File: config.mk
export PLATFORM = sky130hd
export DESIGN_NAME = join_dedup_removal_deadline_table_flat
export DESIGN_NICKNAME = d
export VERILOG_FILES = /design/src/sv/jdr_pkg.sv /design/src/sv/jdr_if.sv /design/src/sv/jdr_ctrl.sv /design/src/sv/jdr_dp.sv /design/src/sv/join_dedup_removal_deadline_table.sv /design/src/flat_wrapper.sv
export SDC_FILE = /design/constraint.sdc
export NUM_CORES = 1
export LEC_CHECK = 0
export ABC_AREA = 1
export ABC_CLOCK_PERIOD_IN_PS = 8300
export CAP_MARGIN = 40
export CORE_ASPECT_RATIO = 1.1
export CORE_MARGIN = 4
export CORE_UTILIZATION = 60
export DETAILED_ROUTE_END_ITERATION = 16
export DONT_BUFFER_PORTS = 1
export HOLD_SLACK_MARGIN = 0.05
export PLACE_DENSITY = 0.86
export SYNTH_ARGS = -nofsm -noshare
export SYNTH_HDL_FRONTEND = slang
export SYNTH_HIERARCHICAL = 1
export SYNTH_SLANG_ARGS = --single-unit
File: constraint.sdc
create_clock -name clk -period 8.3 [get_ports clk]
set_input_delay 0.415 -clock clk [delete_from_list [all_inputs] [get_ports clk]]
set_output_delay 0.415 -clock clk [all_outputs]
set_load 0.03 [all_outputs]
File: src/sv/jdr_pkg.sv
// ----------------------------------------------------------------------------
// jdr_pkg
// Types and constants shared by the join de-duplication and removal deadline
// table block.
// ----------------------------------------------------------------------------
package jdr_pkg;

	typedef enum logic [2:0] {
		OP_JOIN    = 3'd0,
		OP_SCHED   = 3'd1,
		OP_QUERY   = 3'd2,
		OP_COLLECT = 3'd3,
		OP_LEFT    = 3'd4
	} op_t;

	localparam logic [15:0] ADDR_NONE    = 16'hFFFF;
	localparam logic [15:0] ADDR_ZERO    = 16'h0000;
	localparam logic [31:0] WINDOW_RESET = 32'd5000;
	localparam int          MAX_RESULTS  = 8;
	localparam int          RPT_W        = $clog2(MAX_RESULTS + 1);

	typedef struct packed {
		logic start;
		logic step;
		logic finish;
	} jdr_cmd_t;

	typedef struct packed {
		logic done;
		logic step_ok;
		logic out_free;
	} jdr_status_t;

endpackage

File: src/sv/jdr_if.sv
// ----------------------------------------------------------------------------
// jdr channel interfaces
// Request, response and configuration channels with valid/ready handshake.
// ----------------------------------------------------------------------------
interface jdr_req_if;
	logic        valid;
	logic        ready;
	logic [2:0]  op;
	logic [15:0] dev_addr;
	logic [31:0] now_ms;
	logic [31:0] due_ms;
	modport source (output valid, op, dev_addr, now_ms, due_ms, input ready);
	modport sink (input valid, op, dev_addr, now_ms, due_ms, output ready);
endinterface

interface jdr_rsp_if;
	logic        valid;
	logic        ready;
	logic        flag;
	logic [31:0] time_left_ms;
	logic [15:0] expired_addr;
	logic        last;
	modport source (output valid, flag, time_left_ms, expired_addr, last, input ready);
	modport sink (input valid, flag, time_left_ms, expired_addr, last, output ready);
endinterface

interface jdr_cfg_if;
	logic        valid;
	logic        ready;
	logic [31:0] data;
	modport source (output valid, data, input ready);
	modport sink (input valid, data, output ready);
endinterface

File: src/sv/jdr_ctrl.sv
// ----------------------------------------------------------------------------
// jdr_ctrl
// Controller: accepts a request word, steps the table scan and closes the
// operation once the response register is free.
// ----------------------------------------------------------------------------
module jdr_ctrl import jdr_pkg::*; (
	input  logic        clk,
	input  logic        arst_n,
	input  logic        req_valid,
	output logic        req_ready,
	input  jdr_status_t st,
	output jdr_cmd_t    cmd
);

	typedef enum logic [1:0] {S_IDLE, S_SCAN, S_FIN} state_t;

	state_t state_q;
	logic   ready_q;

	always_comb begin
		cmd = '0;
		case (state_q)
			S_IDLE: cmd.start = req_valid && ready_q;
			S_SCAN: cmd.step = !st.done && st.step_ok;
			S_FIN: cmd.finish = st.out_free;
			default: cmd = '0;
		endcase
	end

	assign req_ready = ready_q;

	always_ff @(posedge clk or negedge arst_n) begin
		if (!arst_n) begin
			state_q <= S_IDLE;
			ready_q <= 1'b1;
		end else begin
			case (state_q)
				S_IDLE: if (req_valid && ready_q) begin
					state_q <= S_SCAN;
					ready_q <= 1'b0;
				end
				S_SCAN: if (st.done) begin
					state_q <= S_FIN;
				end
				S_FIN: if (st.out_free) begin
					state_q <= S_IDLE;
					ready_q <= 1'b1;
				end
				default: begin
					state_q <= S_IDLE;
					ready_q <= 1'b1;
				end
			endcase
		end
	end

endmodule

File: src/sv/jdr_dp.sv
// ----------------------------------------------------------------------------
// jdr_dp
// Datapath: join and removal tables, scan trackers that examine one entry per
// cycle unless a waiting response word holds the scan, and the response register.
// ----------------------------------------------------------------------------
module jdr_dp import jdr_pkg::*; #(
	parameter int JOIN_SLOTS   = 8,
	parameter int REMOVE_SLOTS = 8
) (
	input  logic        clk,
	input  logic        arst_n,
	input  jdr_cmd_t    cmd,
	output jdr_status_t st,
	input  logic [2:0]  req_op,
	input  logic [15:0] req_addr,
	input  logic [31:0] req_now,
	input  logic [31:0] req_dl,
	input  logic        cfg_we,
	input  logic [31:0] cfg_data,
	output logic        rsp_valid,
	input  logic        rsp_ready,
	output logic        rsp_flag,
	output logic [31:0] rsp_rem,
	output logic [15:0] rsp_addr,
	output logic        rsp_last
);

	localparam int MAXS = (JOIN_SLOTS > REMOVE_SLOTS) ? JOIN_SLOTS : REMOVE_SLOTS;
	localparam int JW   = (JOIN_SLOTS > 1) ? $clog2(JOIN_SLOTS) : 1;
	localparam int RW   = (REMOVE_SLOTS > 1) ? $clog2(REMOVE_SLOTS) : 1;
	localparam int IW   = (MAXS > 1) ? $clog2(MAXS) : 1;
	localparam int CW   = $clog2(MAXS + 1);

	logic [JOIN_SLOTS-1:0]   jv_q;
	logic [15:0]             ja_q [JOIN_SLOTS];
	logic [31:0]             jt_q [JOIN_SLOTS];
	logic [REMOVE_SLOTS-1:0] rv_q;
	logic [15:0]             ra_q [REMOVE_SLOTS];
	logic [31:0]             rd_q [REMOVE_SLOTS];
	logic [31:0]             win_q;

	logic [2:0]       op_q;
	logic [15:0]      addr_q;
	logic [31:0]      now_q;
	logic [31:0]      dl_q;
	logic [CW-1:0]    idx_q;
	logic             hit_q;
	logic             bad_q;
	logic             flag_q;
	logic [31:0]      rem_q;
	logic             free_found_q;
	logic [IW-1:0]    free_idx_q;
	logic             old_found_q;
	logic [IW-1:0]    old_idx_q;
	logic [31:0]      old_time_q;
	logic [RPT_W-1:0] rpt_q;
	logic             pend_q;
	logic [15:0]      pend_addr_q;
	logic             ovalid_q;
	logic             oflag_q;
	logic [31:0]      orem_q;
	logic [15:0]      oaddr_q;
	logic             olast_q;

	logic [JW-1:0] jidx;
	logic [RW-1:0] ridx;
	logic          j_in, r_in, jhit, jfree, jdup, jvalid;
	logic          rvalid, rmatch, rfree, rreach, expired, emit_mid;
	logic [31:0]   jt, rd, rdiff, rrem;
	logic [CW-1:0] limit;
	logic          out_free, bad_in, join_new, sched_new;
	logic [JW-1:0] jtgt;
	logic [RW-1:0] rtgt;

	assign jidx   = idx_q[JW-1:0];
	assign ridx   = idx_q[RW-1:0];
	assign j_in   = idx_q < CW'(JOIN_SLOTS);
	assign r_in   = idx_q < CW'(REMOVE_SLOTS);
	assign jt     = jt_q[jidx];
	assign jvalid = j_in && jv_q[jidx];
	assign jhit   = jvalid && (ja_q[jidx] == addr_q);
	assign jfree  = j_in && !jv_q[jidx];
	assign jdup   = (now_q - jt) <= win_q;
	assign rd     = rd_q[ridx];
	assign rvalid = r_in && rv_q[ridx];
	assign rmatch = rvalid && (ra_q[ridx] == addr_q);
	assign rfree  = r_in && !rv_q[ridx];
	assign rdiff  = now_q - rd;
	assign rreach = !rdiff[31];
	assign rrem   = rreach ? 32'd0 : (rd - now_q);
	assign expired  = (op_q == OP_COLLECT) && rvalid && rreach;
	assign emit_mid = expired && pend_q && (rpt_q < RPT_W'(MAX_RESULTS));
	assign out_free = !ovalid_q || rsp_ready;
	assign bad_in   = (req_addr == ADDR_ZERO) || (req_addr == ADDR_NONE);
	assign join_new  = (op_q == OP_JOIN) && !bad_q && !hit_q;
	assign sched_new = (op_q == OP_SCHED) && !bad_q && !hit_q && free_found_q;
	assign jtgt = free_found_q ? free_idx_q[JW-1:0] : old_idx_q[JW-1:0];
	assign rtgt = free_idx_q[RW-1:0];

	always_comb begin
		case (op_q)
			OP_JOIN: limit = CW'(JOIN_SLOTS);
			OP_LEFT: limit = CW'(MAXS);
			default: limit = CW'(REMOVE_SLOTS);
		endcase
	end

	assign st.done     = hit_q || (idx_q >= limit);
	assign st.step_ok  = !emit_mid || out_free;
	assign st.out_free = out_free;

	assign rsp_valid = ovalid_q;
	assign rsp_flag  = oflag_q;
	assign rsp_rem   = orem_q;
	assign rsp_addr  = oaddr_q;
	assign rsp_last  = olast_q;

	always_ff @(posedge clk or negedge arst_n) begin
		if (!arst_n) begin
			jv_q     <= '0;
			rv_q     <= '0;
			win_q    <= WINDOW_RESET;
			hit_q    <= 1'b0;
			idx_q    <= '0;
			ovalid_q <= 1'b0;
			pend_q   <= 1'b0;
		end else begin
			if (cfg_we) begin
				win_q <= cfg_data;
			end
			if ((cmd.step && emit_mid) || cmd.finish) begin
				ovalid_q <= 1'b1;
			end else if (rsp_ready) begin
				ovalid_q <= 1'b0;
			end
			if (cmd.start) begin
				idx_q        <= '0;
				hit_q        <= (req_op > OP_LEFT) || ((req_op != OP_COLLECT) && bad_in);
				bad_q        <= bad_in;
				flag_q       <= 1'b0;
				rem_q        <= '0;
				free_found_q <= 1'b0;
				old_found_q  <= 1'b0;
				rpt_q        <= '0;
				pend_q       <= 1'b0;
			end
			if (cmd.step) begin
				idx_q <= idx_q + 1'b1;
				case (op_q)
					OP_JOIN: begin
						if (jhit) begin
							hit_q  <= 1'b1;
							flag_q <= jdup;
						end else if (jfree) begin
							if (!free_found_q) begin
								free_found_q <= 1'b1;
								free_idx_q   <= idx_q[IW-1:0];
							end
						end else if (jvalid && (!old_found_q || jt < old_time_q)) begin
							old_found_q <= 1'b1;
							old_idx_q   <= idx_q[IW-1:0];
							old_time_q  <= jt;
						end
					end
					OP_SCHED: begin
						if (rmatch) begin
							hit_q <= 1'b1;
						end else if (rfree && !free_found_q) begin
							free_found_q <= 1'b1;
							free_idx_q   <= idx_q[IW-1:0];
						end
					end
					OP_QUERY: begin
						if (rmatch) begin
							hit_q  <= 1'b1;
							flag_q <= 1'b1;
							rem_q  <= rrem;
						end
					end
					OP_COLLECT: begin
						if (expired) begin
							rv_q[ridx] <= 1'b0;
							if (rpt_q < RPT_W'(MAX_RESULTS)) begin
								pend_q <= 1'b1;
								rpt_q  <= rpt_q + 1'b1;
							end
						end
					end
					OP_LEFT: begin
						if (rmatch) begin
							rv_q[ridx] <= 1'b0;
							flag_q     <= 1'b1;
						end
						if (jhit) begin
							jv_q[jidx] <= 1'b0;
						end
					end
					default: hit_q <= 1'b1;
				endcase
			end
			if (cmd.finish) begin
				pend_q <= 1'b0;
				if (join_new) begin
					jv_q[jtgt] <= 1'b1;
				end
				if (sched_new) begin
					rv_q[rtgt] <= 1'b1;
				end
			end
		end
	end

	always_ff @(posedge clk) begin
		if (cmd.start) begin
			op_q   <= req_op;
			addr_q <= req_addr;
			now_q  <= req_now;
			dl_q   <= req_dl;
		end
		if (cmd.step) begin
			if (op_q == OP_JOIN && jhit && !jdup) begin
				jt_q[jidx] <= now_q;
			end
			if (op_q == OP_SCHED && rmatch) begin
				rd_q[ridx] <= dl_q;
			end
			if (expired && rpt_q < RPT_W'(MAX_RESULTS)) begin
				pend_addr_q <= ra_q[ridx];
				if (pend_q) begin
					oflag_q <= 1'b1;
					orem_q  <= '0;
					oaddr_q <= pend_addr_q;
					olast_q <= 1'b0;
				end
			end
		end
		if (cmd.finish) begin
			olast_q <= 1'b1;
			orem_q  <= rem_q;
			oaddr_q <= pend_q ? pend_addr_q : 16'h0000;
			case (op_q)
				OP_JOIN: oflag_q <= bad_q || (hit_q && flag_q);
				OP_SCHED: oflag_q <= !bad_q && (hit_q || free_found_q);
				OP_QUERY: oflag_q <= flag_q;
				OP_COLLECT: oflag_q <= pend_q;
				OP_LEFT: oflag_q <= flag_q;
				default: oflag_q <= 1'b0;
			endcase
			if (join_new) begin
				ja_q[jtgt] <= addr_q;
				jt_q[jtgt] <= now_q;
			end
			if (sched_new) begin
				ra_q[rtgt] <= addr_q;
				rd_q[rtgt] <= dl_q;
			end
		end
	end

endmodule

File: src/sv/join_dedup_removal_deadline_table.sv
// ----------------------------------------------------------------------------
// join_dedup_removal_deadline_table
// Join de-duplication table and removal deadline table keyed by short address.
//
// Channel  Dir  Word
// req      in   op, dev_addr, now_ms, due_ms
// rsp      out  flag, time_left_ms, expired_addr, last
// cfg      in   dedup_window_ms
//
// One table entry is examined per cycle but for the stall below; at most N
// entries are scanned, N being JOIN_SLOTS, REMOVE_SLOTS or the larger for
// device_left. A rejected address (not collect) or unused code skips the scan.
// A waiting response word stalls collection and completion, not acceptance.
// Reset empties both tables and restores the window to 5000 ms.
// ----------------------------------------------------------------------------
module join_dedup_removal_deadline_table import jdr_pkg::*; #(
	parameter int JOIN_SLOTS   = 8,
	parameter int REMOVE_SLOTS = 8
) (
	input  logic     clk,
	input  logic     arst_n,
	jdr_req_if.sink  req,
	jdr_rsp_if.source rsp,
	jdr_cfg_if.sink  cfg
);

	jdr_cmd_t    cmd;
	jdr_status_t st;

	assign cfg.ready = 1'b1;

	jdr_ctrl u_ctrl (
		.clk       (clk),
		.arst_n    (arst_n),
		.req_valid (req.valid),
		.req_ready (req.ready),
		.st        (st),
		.cmd       (cmd)
	);

	jdr_dp #(
		.JOIN_SLOTS   (JOIN_SLOTS),
		.REMOVE_SLOTS (REMOVE_SLOTS)
	) u_dp (
		.clk       (clk),
		.arst_n    (arst_n),
		.cmd       (cmd),
		.st        (st),
		.req_op    (req.op),
		.req_addr  (req.dev_addr),
		.req_now   (req.now_ms),
		.req_dl    (req.due_ms),
		.cfg_we    (cfg.valid),
		.cfg_data  (cfg.data),
		.rsp_valid (rsp.valid),
		.rsp_ready (rsp.ready),
		.rsp_flag  (rsp.flag),
		.rsp_rem   (rsp.time_left_ms),
		.rsp_addr  (rsp.expired_addr),
		.rsp_last  (rsp.last)
	);

	a_one_at_a_time: assert property (@(posedge clk) disable iff (!arst_n)
		req.valid && req.ready |=> !req.ready)
		else $error("request accepted while an operation was in flight");

	a_rem_found: assert property (@(posedge clk) disable iff (!arst_n)
		rsp.valid && (rsp.time_left_ms != 32'd0) |-> rsp.flag)
		else $error("time left reported without a matching entry");

	a_expired_flag: assert property (@(posedge clk) disable iff (!arst_n)
		rsp.valid && (rsp.expired_addr != 16'd0) |-> rsp.flag && (rsp.time_left_ms == 32'd0))
		else $error("expired address reported without its flag");

endmodule
File: src/flat_wrapper.sv
// flat-port wrapper written by rule: the top's interface ports become plain ports
module join_dedup_removal_deadline_table_flat import jdr_pkg::*;
#(
	parameter int JOIN_SLOTS   = 8,
	parameter int REMOVE_SLOTS = 8
)
  (clk, arst_n, req_valid, req_op, req_dev_addr, req_now_ms, req_due_ms, req_ready, rsp_valid, rsp_flag, rsp_time_left_ms, rsp_expired_addr, rsp_last, rsp_ready, cfg_valid, cfg_data, cfg_ready);
  jdr_req_if req_i ();
  jdr_rsp_if rsp_i ();
  jdr_cfg_if cfg_i ();
  input  logic clk;
  input  logic arst_n;
  input wire logic [$bits(req_i.valid)-1:0] req_valid;
  input wire logic [$bits(req_i.op)-1:0] req_op;
  input wire logic [$bits(req_i.dev_addr)-1:0] req_dev_addr;
  input wire logic [$bits(req_i.now_ms)-1:0] req_now_ms;
  input wire logic [$bits(req_i.due_ms)-1:0] req_due_ms;
  output wire logic [$bits(req_i.ready)-1:0] req_ready;
  output wire logic [$bits(rsp_i.valid)-1:0] rsp_valid;
  output wire logic [$bits(rsp_i.flag)-1:0] rsp_flag;
  output wire logic [$bits(rsp_i.time_left_ms)-1:0] rsp_time_left_ms;
  output wire logic [$bits(rsp_i.expired_addr)-1:0] rsp_expired_addr;
  output wire logic [$bits(rsp_i.last)-1:0] rsp_last;
  input wire logic [$bits(rsp_i.ready)-1:0] rsp_ready;
  input wire logic [$bits(cfg_i.valid)-1:0] cfg_valid;
  input wire logic [$bits(cfg_i.data)-1:0] cfg_data;
  output wire logic [$bits(cfg_i.ready)-1:0] cfg_ready;
  assign req_i.valid = req_valid;
  assign req_i.op = req_op;
  assign req_i.dev_addr = req_dev_addr;
  assign req_i.now_ms = req_now_ms;
  assign req_i.due_ms = req_due_ms;
  assign req_ready = req_i.ready;
  assign rsp_valid = rsp_i.valid;
  assign rsp_flag = rsp_i.flag;
  assign rsp_time_left_ms = rsp_i.time_left_ms;
  assign rsp_expired_addr = rsp_i.expired_addr;
  assign rsp_last = rsp_i.last;
  assign rsp_i.ready = rsp_ready;
  assign cfg_i.valid = cfg_valid;
  assign cfg_i.data = cfg_data;
  assign cfg_ready = cfg_i.ready;
  join_dedup_removal_deadline_table #(.JOIN_SLOTS(JOIN_SLOTS), .REMOVE_SLOTS(REMOVE_SLOTS)) u_core (.clk(clk), .arst_n(arst_n), .req(req_i), .rsp(rsp_i), .cfg(cfg_i));
endmodule
==> results of run 1 <==
power groups by stage:
stage	registers, W	logic, W	clock network [W]
after CTS	0.00672	0.00483	0.00452
after floorplan	0.00672	0.00334	0
after global routing	0.00675	0.00545	0.00477
after detailed placement	0.00683	0.00470	0
final	0.00673	0.00495	0.00451
after global placement	0.00682	0.00452	0
worst max-delay path by stage:
stage,from,slack (ns),endpoint
3_5_place_dp,u_core/u_dp/idx_q[0],0.91,u_core/u_dp/old_time_q[27]
6_report,u_core/u_dp/idx_q[0],0.50,u_core/u_dp/old_time_q[25]
2_1_floorplan,u_core/u_dp/idx_q[1],1.33,u_core/u_dp/rd_q[7][0]
4_1_cts,u_core/u_dp/idx_q[0],0.78,u_core/u_dp/old_time_q[30]
3_3_place_gp,u_core/u_dp/idx_q[0],1.08,u_core/u_dp/old_time_q[27]
5_1_grt,u_core/u_dp/idx_q[0],0.05,u_core/u_dp/old_time_q[25]
cells in the mapped netlist (all sizes together) (5+ instances only):
master	count	share of area, %
o21bai	6	0.097
a221oi	86	1.6
a211oi	6	0.097
xnor2	22	0.41
clkbuf	59	0.48
edfxtp	994	64
a22oi	15	0.24
o21a	7	0.11
nor4	6	0.081
buf	78	0.94
inv	420	3.4
a21oi	158	1.7
dfrtp	52	2.8
nand4	80	1.1
or2	5	0.067
a22o	125	2.4
dfstp	6	0.34
nand2	1145	9.3
o22ai	5	0.067
xor2	34	0.64
ha	159	4.3
o21ai	140	1.5
a31oi	6	0.081
nor2	180	1.5
nor3	25	0.28
o211ai	5	0.081
nand3	137	1.5
o31ai	8	0.13
per-stage QoR:
step                setup slack [ns]  instance area, um^2  util, %  hold slack (ns)  cells
CTS                            0.780                52400     68.6           0.0506   5281
floorplan                       1.33                46400        -            0.119   3998
global route                  0.0542                52400     68.6           0.0921   5282
detailed placement             0.909                48000     62.9            0.121   4981
global placement                1.08                47900     62.7            0.121   4976
finish                         0.497                52400     68.6           0.0949   5282
kinds of logic after synthesis:
group,count (synthesis)
simple gates,1588
flops,1053
compound gates,581
buf+inv,557
fa+ha+maj,161
xor+xnor,56
other cells,1
mux,1
area by class of cell:
cell class	instances	area (um^2)	area share, %
sequential	1053	31300	59.8
clock buffer	124	2580	4.92
multi-input combinational	2388	13000	24.8
inverter	420	1580	3.01
antenna	1	2.50	0.00477
tap	1026	1280	2.45
clock inverter	56	603	1.15
timing repair buffer	214	2030	3.87
flip-flops by register name (all words and copies together), names as in the netlist, 8 cells and up:
signal	flops
u_core/u_dp/jt_q	256
u_core/u_dp/dl_q	32
u_core/u_dp/old_time_q	32
u_core/u_dp/rv_q	8
u_core/u_dp/addr_q	16
u_core/u_dp/ja_q	128
u_core/u_dp/rd_q	256
u_core/u_dp/now_q	32
u_core/u_dp/rsp_rem	32
u_core/u_dp/jv_q	8
u_core/u_dp/rem_q	32
u_core/u_dp/rsp_addr	16
u_core/u_dp/win_q	32
u_core/u_dp/ra_q	128
u_core/u_dp/pend_addr_q	16
repair_timing:
action	4_1_cts	5_1_grt
resized for setup	0	0
endpoints found under the hold margin	215	0
endpoints found under the setup margin	0	0
hold buffers	120	0
metal layers:
metal	global-route usage [%]	vias up	wire (um)
li1	-	14400	-
met1	35.7	15400	42500
met2	51.1	2076	61700
met3	4.88	441	11600
met4	15.8	2	7230
met5	0	-	7
==> reports/results.tsv, run 1 <==
metric	value	unit
Min-Delay Endpoint	u_core/u_dp/old_idx_q[0]	
number of synthesized flops with an enable pin	994	
Top delay family on crit path	simple AND/OR/NAND/NOR gates	
status	completed	
mux cell area share after synthesis	0.0242	%
clock tree buffer depth	3	
crit share post-route	94.0	%
combinational share of power	30.6	%
Power Total	0.0162	W
global-route wire length before repair	185000	um
Antenna Nets Post-Route	0	
P_leak	20.8	nW
main combinational cell family by area after synthesis	simple AND/OR/NAND/NOR gates	
final clock skew	0.0569	ns
initial antenna violation count	1	
number of global-route vias before repair	32300	
largest net degree at the start of global routing	99	
CP max stage delay	0.74	ns
fin crit period	7.80	ns
cell area power density	309	nW/um^2
Worst Setup End Kind	flip-flop	
Synth Area in Compound Gates	8.35	%
R2R cell count	28	
Synth Area in XOR/XNOR	1.06	%
port buffer count	0	
clock net sink count	1053	
Crit Path Max Fanout	43	
Syn Nets	4279	
Setup crit start kind	flip-flop	
setup bufs post-CTS	0	
Site Rows	106	
Worst Tran Pin Value	0.938	ns
fmax	0.128	GHz
DP HPWL	78000	um
# DRC	0	
Slew Limit Headroom	37.3	%
wire length per cell	23.3	um
max cap viols	0	
Fillers	5093	
switching pwr	0.00574	W
Final nets	4457	
commonest non-fill, non-tap cells in the layout	1140 x nand2_1, 994 x edfxtp_1, 405 x inv_1	
Pre-antenna DRT Iters	6	
synthesis-stage register bit count	1053	
gpl congestion	0.929	
Clock transition at path regs	0.06	ns
Final Max Tran Viols	0	
Hold Crit Class	in -> reg	
async set-or-reset flop fraction in the synthesized netlist	5.51	%
I/O pins	173	
Worst Hold Depth	2	
Routed WL	123000	um
Final setup viols	0	
post-synthesis simple-gate area fraction	13.9	%
maximum VDD drop	0.226	mV
commonest non-fill, non-tap cell in the layout	nand2_1	
H-tree depth	3	
Avg Cell Area, Syn	11.6	um^2
Clock Latency Late Sink	0.69	ns
worst reg-to-reg setup slack	0.50	ns
die extent in y	300	um
DR iter-0 viols	4414	
Reg power frac	41.6	%
end of the worst register-to-register path	u_core/u_dp/old_time_q[25]	
share of layout cells above drive strength 1	6.79	%
die width	273	um
CP Depth	28	
GRT overflow	0	
Root Buffer	clkbuf_16	
register area share after synthesis	67.4	%
core area	76400	um^2
RSZ-0062 raised after global routing	false	
TritonCTS clock tree	yes	
aggregate negative setup slack	0	ns
Area Growth Syn to Fin	12.9	%
DR vias	32300	
Internal	0.0104	W
switching share of power	35.4	%
initial core utilization	60.8	%
Crit Path Category	reg -> reg	
Worst Path Buf+Inv	7	
Total GRT Usage	29.6	%
Post-Syn Area	46400	um^2
count of different cell masters after synthesis	58	
ys flop type	edfxtp_1	
CP Data Arrival Time	8.10	ns
die area	81900	um^2
CP most frequent cell	nand2_1	
clock buffer count from CTS	99	
reg2reg start	u_core/u_dp/idx_q[0]	
clock network power share	27.8	%
HP Start	arst_n	
Cells after Synth	3998	
final hold violations	0	
post-DR vias/cell	6.12	
Post-Synth Adder-Cell Area	4.37	%
Slowest-stage cell, CP	nor2_1	
Synth Warn #	6	
CP required	8.60	ns
Note: power is estimated with default switching activity, not from simulation.
==> inputs of run 2 (changes only) <==
==> constraint.sdc (replaced) <==
create_clock -name clk -period 8.3 [get_ports clk]
set_input_delay 1.66 -clock clk [delete_from_list [all_inputs] [get_ports clk]]
set_output_delay 1.66 -clock clk [all_outputs]
set_load 0.03 [all_outputs]
==> run 2 against run 1 <==
Net effect: highest routed layer is now met4; wire length fell by 3.3%; critical endpoint is now u_core/u_dp/old_time_q[27]; power is 1.7% lower; worst hold slack improved by 0.38 ns; design area fell by 2.5%; largest power group unchanged; critical path depth did not move; via count decreased by 2.4%; clock skew down 0.018 ns; fmax rose by 1.6%; utilization shrank 1.7 points.
==> reports/results.tsv, run 2 (synthesis results as in run 1) <==
metric	value	unit
Worst Path Buf+Inv	7	
Final Max Tran Viols	0	
die extent in y	300	um
number of global-route vias before repair	31000	
Worst Setup End Kind	flip-flop	
fmax	0.130	GHz
GRT met3 Usage	5.30	%
Area Growth Syn to Fin	10.0	%
GRT overflow	0	
P_leak	20.2	nW
H-tree depth	3	
DR vias	31500	
final hold violations	0	
TritonCTS clock tree	yes	
CP required	8.61	ns
worst reg-to-reg setup slack	0.62	ns
R2R cell count	28	
Clock Latency Late Sink	0.68	ns
wire length per cell	23.1	um
die width	273	um
Inst Count DP	4981	
commonest non-fill, non-tap cell in the layout	nand2_1	
final clock skew	0.0388	ns
Crit Path Category	reg -> reg	
Antenna Nets Post-Route	0	
final core occ	66.9	%
Final setup viols	0	
Hold Crit Class	reg -> reg	
fin crit period	7.68	ns
post_cts resized	0	
non-filler cells in the finished layout	5158	
met2 Use GR	49.4	%
DR iter-0 viols	3924	
gpl congestion	0.928	
Root Buffer	clkbuf_16	
I/O pins	173	
Top delay family on crit path	simple AND/OR/NAND/NOR gates	
n_diodes	0	
Site Rows	106	
CP max stage delay	0.73	ns
HP Start	u_core/u_dp/rv_q[4]	
clock tree buffer depth	3	
setup bufs post-CTS	0	
Min-Delay Endpoint	u_core/u_dp/rv_q[4]	
CP most frequent cell	nand2_1	
largest net degree at the start of global routing	100	
Worst Hold Depth	2	
end of the worst register-to-register path	u_core/u_dp/old_time_q[27]	
global-route wire length before repair	179000	um
die area	81900	um^2
commonest non-fill, non-tap cells in the layout	1140 x nand2_1, 994 x edfxtp_1, 405 x inv_1	
share of layout cells above drive strength 1	6.87	%
DP HPWL	78000	um
status	completed	
GRT busiest layer	met2	
core area	76400	um^2
Slowest-stage cell, CP	nor2_1	
M1 GR Usage	34.6	%
leading registers by flop count	u_core/u_dp/jt_q x256, u_core/u_dp/rd_q x256	
reg2reg start	u_core/u_dp/idx_q[0]	
Total GRT Usage	28.6	%
CP Data Arrival Time	7.98	ns
hold_buf cts	0	
maximum VDD drop	0.256	mV
clock buffer count from CTS	99	
Pre-antenna DRT Iters	6	
Final nets	4337	
max cap viols	0	
post-DR vias/cell	6.11	
port buffer count	0	
Worst Tran Pin Value	0.929	ns
Fillers	5225	
RSZ-0062 raised after global routing	false	
Crit Path Max Fanout	43	
Slew Limit Headroom	37.8	%
Clock transition at path regs	0.06	ns
cell area power density	311	nW/um^2
clock net sink count	1053	
aggregate negative setup slack	0	ns
# DRC	0	
Routed WL	119000	um
initial core utilization	60.8	%
crit share post-route	92.5	%
Setup crit start kind	flip-flop	
initial antenna violation count	0	
## run 2: cell types whose count changed in the layout (fill, tap and decap cells not counted), moves of 2 or more
cell	delta
dlygate4sd3_1	-118
clkinv_1	-3
clkinvlp_4	-2
bufinv_16	-4
clkinv_4	-2
clkbuf_1	+3
clkbuf_8	+2
## run 2: worst max path at each step
stage                               from                    endpoint  cells past startpoint
detailed placement  u_core/u_dp/idx_q[0]  u_core/u_dp/old_time_q[27]                     28
finish              u_core/u_dp/idx_q[0]  u_core/u_dp/old_time_q[27]                     28
global placement    u_core/u_dp/idx_q[0]  u_core/u_dp/old_time_q[27]                     28
global route        u_core/u_dp/idx_q[0]   u_core/u_dp/old_time_q[2]                     28
CTS                 u_core/u_dp/idx_q[0]   u_core/u_dp/old_time_q[4]                     28
floorplan           u_core/u_dp/idx_q[1]      u_core/u_dp/rd_q[7][0]                     26
## run 2: power breakdown
group | switching [W] | internal (W) | leakage [nW]
Sequential | 0.000409 | 0.00632 | 9.75
Combinational | 0.00328 | 0.00156 | 8.96
Clock | 0.00193 | 0.00242 | 1.50
Total | 0.00562 | 0.0103 | 20.2
## run 2: per-stage QoR
| stage | instance area, um^2 | hold slack, ns | setup slack, ns | total power [W] |
|---|---|---|---|---|
| 3_3_place_gp | 47900 | 0.457 | 1.08 | 0.0113 |
| 3_5_place_dp | 48000 | 0.459 | 0.925 | 0.0115 |
| 2_1_floorplan | 46400 | 0.442 | 1.33 | 0.0101 |
| 6_report | 51100 | 0.471 | 0.623 | 0.0159 |
| 4_1_cts | 51100 | 0.474 | 0.852 | 0.0159 |
| 5_1_grt | 51100 | 0.500 | 0.190 | 0.0167 |
## run 2: area by class of cell
class | instances | area, um^2 | share of cell area, %
flip-flops and latches | 1053 | 31300 | 61.3
multi-input cells | 2388 | 13000 | 25.5
clock buffers | 129 | 2620 | 5.13
inverters | 420 | 1580 | 3.09
well taps | 1026 | 1280 | 2.51
repair buffers | 94 | 801 | 1.57
clock inverters | 48 | 479 | 0.938
## run 2: metal layers
layer	routed length (um)	part of all wire (%)
met3	11300	9.5
met4	6580	5.5
met5	0	0
met1	41500	35
met2	59600	50
## run 2: tightest hold or removal path: cells and delay by family (launching register included)
family | cells | cell delay, ns
flops | 1 | 0.34
simple gates | 2 | 0.10
